[src/hw/rtl/fsc32_pkg.sv]
// ----------------------------------------------------------------------------
// fsc32 package
// command codes, queue entry type and sizes shared by the checksum core
// ----------------------------------------------------------------------------
package fsc32_pkg;

  localparam int WORD_BYTES  = 4;
  localparam int BYTE_BITS   = 8;
  localparam int WORD_BITS   = WORD_BYTES * BYTE_BITS;
  localparam int COUNT_W     = 3;
  localparam int QUEUE_DEPTH = 4;
  localparam int QPTR_W      = $clog2(QUEUE_DEPTH);
  localparam int QCNT_W      = $clog2(QUEUE_DEPTH + 1);

  // command field codes
  localparam logic [1:0] CMD_CLEAR    = 2'd0;
  localparam logic [1:0] CMD_ABSORB   = 2'd1;
  localparam logic [1:0] CMD_FINALIZE = 2'd2;

  // operations that reach the back end
  typedef enum logic [1:0] {
    OP_CLEAR,
    OP_ABSORB,
    OP_FINALIZE
  } op_t;

  typedef struct packed {
    op_t                  op;
    logic [BYTE_BITS-1:0] data_byte;
  } q_entry_t;

  typedef struct packed {
    logic     push;
    q_entry_t entry;
  } q_push_t;

  typedef struct packed {
    logic full;
    logic empty;
  } q_status_t;

endpackage

[src/hw/rtl/fsc32_if.sv]
// ----------------------------------------------------------------------------
// fsc32 channel interfaces
// valid/ready channels for command items and checksum items
// ----------------------------------------------------------------------------
interface fsc32_cmd_if;
  logic       valid;
  logic       ready;
  logic [1:0] command;
  logic [7:0] data_byte;

  modport source (output valid, output command, output data_byte, input ready);
  modport sink   (input valid, input command, input data_byte, output ready);
endinterface

interface fsc32_sum_if;
  logic        valid;
  logic        ready;
  logic [31:0] checksum;

  modport source (output valid, output checksum, input ready);
  modport sink   (input valid, input checksum, output ready);
endinterface

[src/hw/rtl/fsc32_front.sv]
// ----------------------------------------------------------------------------
// fsc32 front end
// accepts command items, decodes them and pushes operations into the queue
// ----------------------------------------------------------------------------
module fsc32_front (
  fsc32_cmd_if.sink            request,
  input  fsc32_pkg::q_status_t q_status,
  output fsc32_pkg::q_push_t   q_push
);

  logic          take;
  logic          keep;
  fsc32_pkg::op_t op;

  assign request.ready = !q_status.full;
  assign take          = request.valid && request.ready;

  always_comb begin
    keep = 1'b1;
    op   = fsc32_pkg::OP_ABSORB;
    unique case (request.command)
      fsc32_pkg::CMD_CLEAR:    op = fsc32_pkg::OP_CLEAR;
      fsc32_pkg::CMD_ABSORB:   op = fsc32_pkg::OP_ABSORB;
      fsc32_pkg::CMD_FINALIZE: op = fsc32_pkg::OP_FINALIZE;
      default:                 keep = 1'b0; // unused code, dropped
    endcase
  end

  assign q_push.push            = take && keep;
  assign q_push.entry.op        = op;
  assign q_push.entry.data_byte = request.data_byte;

endmodule

[src/hw/rtl/fsc32_queue.sv]
// ----------------------------------------------------------------------------
// fsc32 operation queue
// small register fifo between the front and back ends
// ----------------------------------------------------------------------------
module fsc32_queue (
  input  logic                  clk,
  input  logic                  rst,
  input  fsc32_pkg::q_push_t    q_push,
  input  logic                  pop,
  output fsc32_pkg::q_entry_t   head,
  output fsc32_pkg::q_status_t  q_status
);

  fsc32_pkg::q_entry_t               slots [fsc32_pkg::QUEUE_DEPTH];
  logic [fsc32_pkg::QPTR_W-1:0]      wr_ptr;
  logic [fsc32_pkg::QPTR_W-1:0]      rd_ptr;
  logic [fsc32_pkg::QCNT_W-1:0]      count;
  logic                              do_push;
  logic                              do_pop;

  assign q_status.full  = (count == fsc32_pkg::QCNT_W'(fsc32_pkg::QUEUE_DEPTH));
  assign q_status.empty = (count == '0);
  assign do_push        = q_push.push && !q_status.full;
  assign do_pop         = pop && !q_status.empty;
  assign head           = slots[rd_ptr];

  always_ff @(posedge clk) begin
    if (do_push) begin
      slots[wr_ptr] <= q_push.entry;
    end
  end

  always_ff @(posedge clk) begin
    if (rst) begin
      wr_ptr <= '0;
      rd_ptr <= '0;
      count  <= '0;
    end else begin
      if (do_push) begin
        wr_ptr <= (wr_ptr == fsc32_pkg::QPTR_W'(fsc32_pkg::QUEUE_DEPTH - 1)) ? '0 : wr_ptr + 1'b1;
      end
      if (do_pop) begin
        rd_ptr <= (rd_ptr == fsc32_pkg::QPTR_W'(fsc32_pkg::QUEUE_DEPTH - 1)) ? '0 : rd_ptr + 1'b1;
      end
      case ({do_push, do_pop})
        2'b10:   count <= count + 1'b1;
        2'b01:   count <= count - 1'b1;
        default: count <= count;
      endcase
    end
  end

endmodule

[src/hw/rtl/fsc32_back.sv]
// ----------------------------------------------------------------------------
// fsc32 back end
// runs queued operations on the running sums and holds the result register
// ----------------------------------------------------------------------------
module fsc32_back (
  input  logic                 clk,
  input  logic                 rst,
  input  fsc32_pkg::q_entry_t  head,
  input  logic                 q_empty,
  output logic                 pop,
  fsc32_sum_if.source          result
);

  logic [fsc32_pkg::WORD_BITS-1:0] first_sum;
  logic [fsc32_pkg::WORD_BITS-1:0] second_sum;
  logic [fsc32_pkg::WORD_BITS-1:0] packing_word;
  logic [fsc32_pkg::COUNT_W-1:0]   packed_count;

  logic [fsc32_pkg::WORD_BITS-1:0] first_sum_next;
  logic [fsc32_pkg::WORD_BITS-1:0] second_sum_next;
  logic [fsc32_pkg::WORD_BITS-1:0] packing_word_next;
  logic [fsc32_pkg::COUNT_W-1:0]   packed_count_next;

  logic [fsc32_pkg::WORD_BITS-1:0] digest_first;
  logic [fsc32_pkg::WORD_BITS-1:0] digest_second;
  logic [fsc32_pkg::WORD_BITS-1:0] byte_ext;
  logic [1:0]                      slot;
  logic                            word_full;
  logic                            out_free;
  logic                            emit;

  assign out_free = !result.valid || result.ready;
  // a finalize waits only for the result register
  assign pop  = !q_empty && ((head.op != fsc32_pkg::OP_FINALIZE) || out_free);
  assign emit = pop && (head.op == fsc32_pkg::OP_FINALIZE);

  assign word_full     = (packed_count >= fsc32_pkg::COUNT_W'(fsc32_pkg::WORD_BYTES));
  assign digest_first  = first_sum + packing_word;
  assign digest_second = second_sum + digest_first;
  assign byte_ext      = {{(fsc32_pkg::WORD_BITS - fsc32_pkg::BYTE_BITS){1'b0}}, head.data_byte};
  // free slot counted from the top byte down
  assign slot          = ~packed_count[1:0];

  always_comb begin
    first_sum_next    = first_sum;
    second_sum_next   = second_sum;
    packing_word_next = packing_word;
    packed_count_next = packed_count;
    if (pop) begin
      unique case (head.op) inside
        fsc32_pkg::OP_CLEAR, fsc32_pkg::OP_FINALIZE: begin
          first_sum_next    = '0;
          second_sum_next   = '0;
          packing_word_next = '0;
          packed_count_next = '0;
        end
        fsc32_pkg::OP_ABSORB: begin
          if (word_full) begin
            first_sum_next    = digest_first;
            second_sum_next   = digest_second;
            packing_word_next = byte_ext << (fsc32_pkg::WORD_BITS - fsc32_pkg::BYTE_BITS);
            packed_count_next = fsc32_pkg::COUNT_W'(1);
          end else begin
            packing_word_next = packing_word | (byte_ext << {slot, 3'b000});
            packed_count_next = packed_count + 1'b1;
          end
        end
        default: ;
      endcase
    end
  end

  always_ff @(posedge clk) begin
    if (rst) begin
      first_sum    <= '0;
      second_sum   <= '0;
      packing_word <= '0;
      packed_count <= '0;
      result.valid <= 1'b0;
    end else begin
      first_sum    <= first_sum_next;
      second_sum   <= second_sum_next;
      packing_word <= packing_word_next;
      packed_count <= packed_count_next;
      if (emit) begin
        result.valid <= 1'b1;
      end else if (result.ready) begin
        result.valid <= 1'b0;
      end
    end
  end

  // second minus first after the final digest
  always_ff @(posedge clk) begin
    if (emit) begin
      result.checksum <= digest_second - digest_first;
    end
  end

endmodule

[src/hw/rtl/fletcher_style_checksum_32_core.sv]
// ----------------------------------------------------------------------------
// fletcher style checksum core
// two 32-bit running sums over a byte stream, result on finalize
// ----------------------------------------------------------------------------
// usage
// - request channel: one item per cycle while the queue is not full, command
//   0 clears, 1 absorbs data_byte, 2 finalizes; code 3 is taken and dropped
// - result channel: one checksum item per finalize, nothing for other items
// - throughput: one item per cycle, set by the back end, which retires one
//   queued operation per cycle with one add pair on the sums, and stalls
//   only at a finalize while the result register holds an item not yet taken
// - a finalize accepted into an empty queue is written into the queue, then
//   the back end digests it into the result register, which sets result.valid
// - the front end decodes items into a four-entry queue; request.ready
//   drops only while the queue is full
// - receiver stall: the result register holds its item; the back end keeps
//   retiring clear and absorb operations and waits only at a finalize,
//   so the waiting finalize and three items behind it fill the queue and
//   request.ready falls
// - reset (synchronous, rst high): sums, packing word, byte count and the
//   queue are cleared and result.valid goes low; no clearing pass
// ----------------------------------------------------------------------------
module fletcher_style_checksum_32_core (
  input  logic       clk,
  input  logic       rst,
  fsc32_cmd_if.sink  request,
  fsc32_sum_if.source result
);

  fsc32_pkg::q_push_t   q_push;    // decoded operation from the front end
  fsc32_pkg::q_status_t q_status;  // queue full and empty
  fsc32_pkg::q_entry_t  head;      // oldest queued operation
  logic                 pop;       // back end retires the head

  // decode and push
  fsc32_front u_front (
    .request  (request),
    .q_status (q_status),
    .q_push   (q_push)
  );

  // decouples the request side from result stalls
  fsc32_queue u_queue (
    .clk      (clk),
    .rst      (rst),
    .q_push   (q_push),
    .pop      (pop),
    .head     (head),
    .q_status (q_status)
  );

  // running sums and result register
  fsc32_back u_back (
    .clk     (clk),
    .rst     (rst),
    .head    (head),
    .q_empty (q_status.empty),
    .pop     (pop),
    .result  (result)
  );

endmodule

[src/flat_wrapper.sv]
// flat-port wrapper written by rule: the top's interface ports become plain ports
module fletcher_style_checksum_32_core_flat 
  (clk, rst, request_valid, request_command, request_data_byte, request_ready, result_valid, result_checksum, result_ready);
  fsc32_cmd_if request_i ();
  fsc32_sum_if result_i ();
  input  logic clk;
  input  logic rst;
  input wire logic [$bits(request_i.valid)-1:0] request_valid;
  input wire logic [$bits(request_i.command)-1:0] request_command;
  input wire logic [$bits(request_i.data_byte)-1:0] request_data_byte;
  output wire logic [$bits(request_i.ready)-1:0] request_ready;
  output wire logic [$bits(result_i.valid)-1:0] result_valid;
  output wire logic [$bits(result_i.checksum)-1:0] result_checksum;
  input wire logic [$bits(result_i.ready)-1:0] result_ready;
  assign request_i.valid = request_valid;
  assign request_i.command = request_command;
  assign request_i.data_byte = request_data_byte;
  assign request_ready = request_i.ready;
  assign result_valid = result_i.valid;
  assign result_checksum = result_i.checksum;
  assign result_i.ready = result_ready;
  fletcher_style_checksum_32_core u_core (.clk(clk), .rst(rst), .request(request_i), .result(result_i));
endmodule
[config.mk]
export PLATFORM = sky130hd
export DESIGN_NAME = fletcher_style_checksum_32_core_flat
export DESIGN_NICKNAME = d
export VERILOG_FILES = /design/src/hw/rtl/fsc32_pkg.sv /design/src/hw/rtl/fsc32_if.sv /design/src/hw/rtl/fsc32_front.sv /design/src/hw/rtl/fsc32_queue.sv /design/src/hw/rtl/fsc32_back.sv /design/src/hw/rtl/fletcher_style_checksum_32_core.sv /design/src/flat_wrapper.sv
export SDC_FILE = /design/constraint.sdc
export NUM_CORES = 1
export LEC_CHECK = 0
export BUFFER_PORTS_ARGS = -buffer_cell sky130_fd_sc_hd__buf_2
export CAP_MARGIN = 40
export CORE_MARGIN = 3
export CORE_UTILIZATION = 40
export CTS_BUF_LIST = sky130_fd_sc_hd__clkbuf_8
export DETAILED_ROUTE_END_ITERATION = 12
export GPL_ROUTABILITY_DRIVEN = 0
export RECOVER_POWER = 50
export SYNTH_ARGS = -nofsm -noshare
export SYNTH_HDL_FRONTEND = slang
export SYNTH_SLANG_ARGS = --single-unit
[constraint.sdc]
create_clock -name clk -period 7.79 [get_ports clk]
set_clock_uncertainty 0.1 [all_clocks]
set_input_delay 1.9475 -clock clk [delete_from_list [all_inputs] [get_ports clk]]
set_output_delay 1.9475 -clock clk [all_outputs]
set_load 0.01 [all_outputs]
==> key figures <==
Status
  – Status: complete, no violations

Place
  – Placed Area: 11,500 um2
  – Port bufs: 47
  – DP HPWL: 18.0 mm

Setup path
  – CP arrival: 6750 ps
  – Reg2reg setup slack: 1190 ps
  – Critical path type: flip-flop to flip-flop
  – Cells on worst reg2reg path: 29
  – Required time of the critical path: 7940 ps
  – CP Launch Type: flip-flop
  – CP most frequent cell: ha_1
  – CP bufs+invs: 1
  – Critical path endpoint category: flip-flop
  – CP top delay family: compound AO/OA/AOI/OAI gates
  – CP max-delay cell: fa_1
  – Critical-path maximum fanout: 6
  – Largest stage delay, worst path: 410 ps
  – WP depth: 29

Synth
  – Synth Register Bits: 181
  – Most common cell in the synthesized netlist: dfxtp_1
  – Ys async rst share: 0%
  – Synth top area share: 20.1%
  – Syn Nets: 1,226
  – Seq/Total Area, Yosys: 40.0%
  – Largest cells by area after synthesis: dfxtp_1 20%, edfxtp_1 20%, ha_1 12%
  – Post-synth EDFFs: 72
  – YS warnings: 0
  – Post-synth top cells: 109 x dfxtp_1, 102 x ha_1, 100 x a21oi_1, 84 x nor2_1, 72 x edfxtp_1
  – Syn Area/Cell: 9.81 um2
  – Area leader, netlist: dfxtp_1
  – Netlist cell types: 79
  – Synth Flop Type: dfxtp_1
  – Post-Syn Area: 10,900 um2
  – Synth Instances: 1,106

Cells and area
  – P&R area growth vs syn: 9.44%
  – Diodes inserted: 0
  – Number of fill cells: 2,519
  – Final instance area: 11,900 um2
  – Final core occ: 45.1%
  – Layout cells sized above 1: 6.52%
  – # nets final: 1,272

Detailed routing
  – Wire per inst: 16.2 um
  – Vias post-DR: 8,190
  – Starting DRT DRC Count: 438
  – Via density: 5.46
  – Antenna viol nets, final: 0
  – Drc violations: 0
  – Routed wire length: 24.3 mm
  – Pre-Repair DR Iteration Count: 5

Global route
  – Initial antenna violation count: 0
  – GR Util All Layers: 17.0%
  – Vias in the first global route: 7,766
  – Pin count of the biggest net entering global routing: 56
  – First-pass GRT wire length: 39.8 mm
  – GRT overflow: 0

Pwr
  – Leakage: 4.90 nW
  – Net switching power: 1.17 mW
  – Int Pwr: 1.84 mW
  – P per Cell Area: 254 nW/um2
  – Switching portion of total power: 39.0%
  – Worst vdd ir: 0.156 mV
  – Reg power frac: 39.5%
  – Logic pwr share: 36.0%
  – Clock power share: 24.5%

Die
  – Vert. Die Dim: 171 um
  – Die Area: 29,100 um2
  – Initial Util: 41.2%
  – # IOs: 48
  – # rows: 59
  – Core area: 26,400 um2
  – Die Span X: 171 um

STA
  – Final Max Tran Viols: 0
  – Final setup vio count: 0
  – Fin. Hold Viols: 0
  – RSZ-0062 raised after global routing: false
  – Relative slew margins: 23.6%
  – Tmin final: 6600 ps
  – Hold slack: 378 ps
  – Worst Max-Slew Pin Slew: 1140 ps
  – Final Cycle Share: 84.7%
  – F_max: 152 MHz
  – Setup TNS Final: 0 ps

CTS
  – Worst skew pair latency: 500 ps
  – Clock Sinks: 181
  – Total CTS buffers: 17
  – CTS tree: done
  – # H-tree levels: 4
  – Cts hold-fix bufs: 0
  – Post-CTS setup buffers: 0
  – Reg clk slew, reported paths: 120 ps
  – PostCTS Resize Cnt: 0
  – Clk root buf: clkbuf_8
  – Clk buf depth: 2

Worst hold path
  – Hold depth: 2
  – Worst hold path type: flip-flop to flip-flop

Flow run
  – Count of maximum capacitance violations: 0
worst reg2reg max path, delay by kind of cell, from the launching register on:
kind	cells	cell delay, ps
AOI/OAI and AO/OA	14	2920
xor gates and xnor gates	2	330
adders and majority gates	4	1250
buffers and inverters	1	50
DFF	1	360
and+or+nand+nor	8	1340
layout by cell type, fill, tap and decap left out, drive strengths merged, types with 5 or more instances in the layout:
cell type,n
a21oi,104
o21a,21
o21ai,68
clkbuf,60
nand4,12
a31oi,11
or2,5
o21bai,7
inv,76
edfxtp,72
or3,7
dfxtp,109
nor2,86
and2,13
mux2i,5
a21o,44
xnor2,56
nor2b,21
nor3,13
a211oi,22
nand2b,12
o211ai,6
xor2,26
nand2,65
buf,11
nand3,14
a22o,43
mux4,10
ha,102
and3,9
a2111oi,5
stage by stage:
| stage | setup slack, ps | total power [mW] | instances |
|---|---|---|---|
| detailed placement | 1260 | 2.34 | 1468 |
| finish | 1190 | 3.01 | 1500 |
| CTS | 1230 | 3.08 | 1500 |
| global placement | 1350 | 2.30 | 1464 |
| global route | 614 | 3.22 | 1500 |
| floorplan | 2060 | 2.04 | 1106 |
cell families (layout without fill, tap and decap cells):
family          Yosys count  in the layout  synth area share [%]
compound gates          362            362                  22.8
simple gates            269            269                  12.2
flops                   181            181                  40.0
fa+ha+maj               106            106                  12.5
buf+inv                  91            150                  3.31
xor+xnor                 82             82                  6.62
mux                      15             15                  2.54
final timing paths:
kind / from / to
worst max-delay path: u_core.u_back.first_sum[0] / u_core.u_back.result.checksum[30]
worst min-delay path: u_core.u_back.first_sum[9] / u_core.u_back.first_sum[9]
worst max register to register: u_core.u_back.first_sum[0] / u_core.u_back.result.checksum[30]
worst min register to register: u_core.u_back.first_sum[9] / u_core.u_back.first_sum[9]
layout make-up:
| class | count | area (um2) | area share, % |
|---|---|---|---|
| clock buffers | 17 | 234 | 1.97 |
| clock inverters | 15 | 234 | 1.97 |
| inverters | 64 | 240 | 2.02 |
| multi-input cells | 834 | 6150 | 51.8 |
| flip-flops and latches | 181 | 4340 | 36.6 |
| well taps | 335 | 419 | 3.53 |
| repair buffers | 54 | 259 | 2.18 |
registers in the layout, indices dropped and copies added, names as in the netlist, named ones only:
signal	cells
u_core.u_back.first_sum	32
u_core.u_back.result.checksum	32
u_core.u_back.result.valid	1
u_core.u_queue.count	3
u_core.u_queue.rd_ptr	2
u_core.u_back.packing_word	32
u_core.u_back.packed_count	3
u_core.u_back.second_sum	32
u_core.u_queue.wr_ptr	2
u_core.u_queue.slots	40
per-layer routing:
layer / wire length, um / GRT usage (%) / up-vias
met5: 0 / 0 / -
met4: 451 / 4.97 / 0
li1: - / - / 4167
met1: 12100 / 23.9 / 3835
met3: 944 / 2.87 / 30
met2: 10800 / 26.9 / 158
power by group through the flow:
stage	registers (mW)	clock network (mW)	logic, mW
after floorplan	1.22	0	0.822
after global placement	1.21	0	1.09
after detailed placement	1.21	0	1.12
after CTS	1.19	0.757	1.13
after global routing	1.20	0.798	1.22
final	1.19	0.738	1.09
Power figures use the tool's default switching activity.
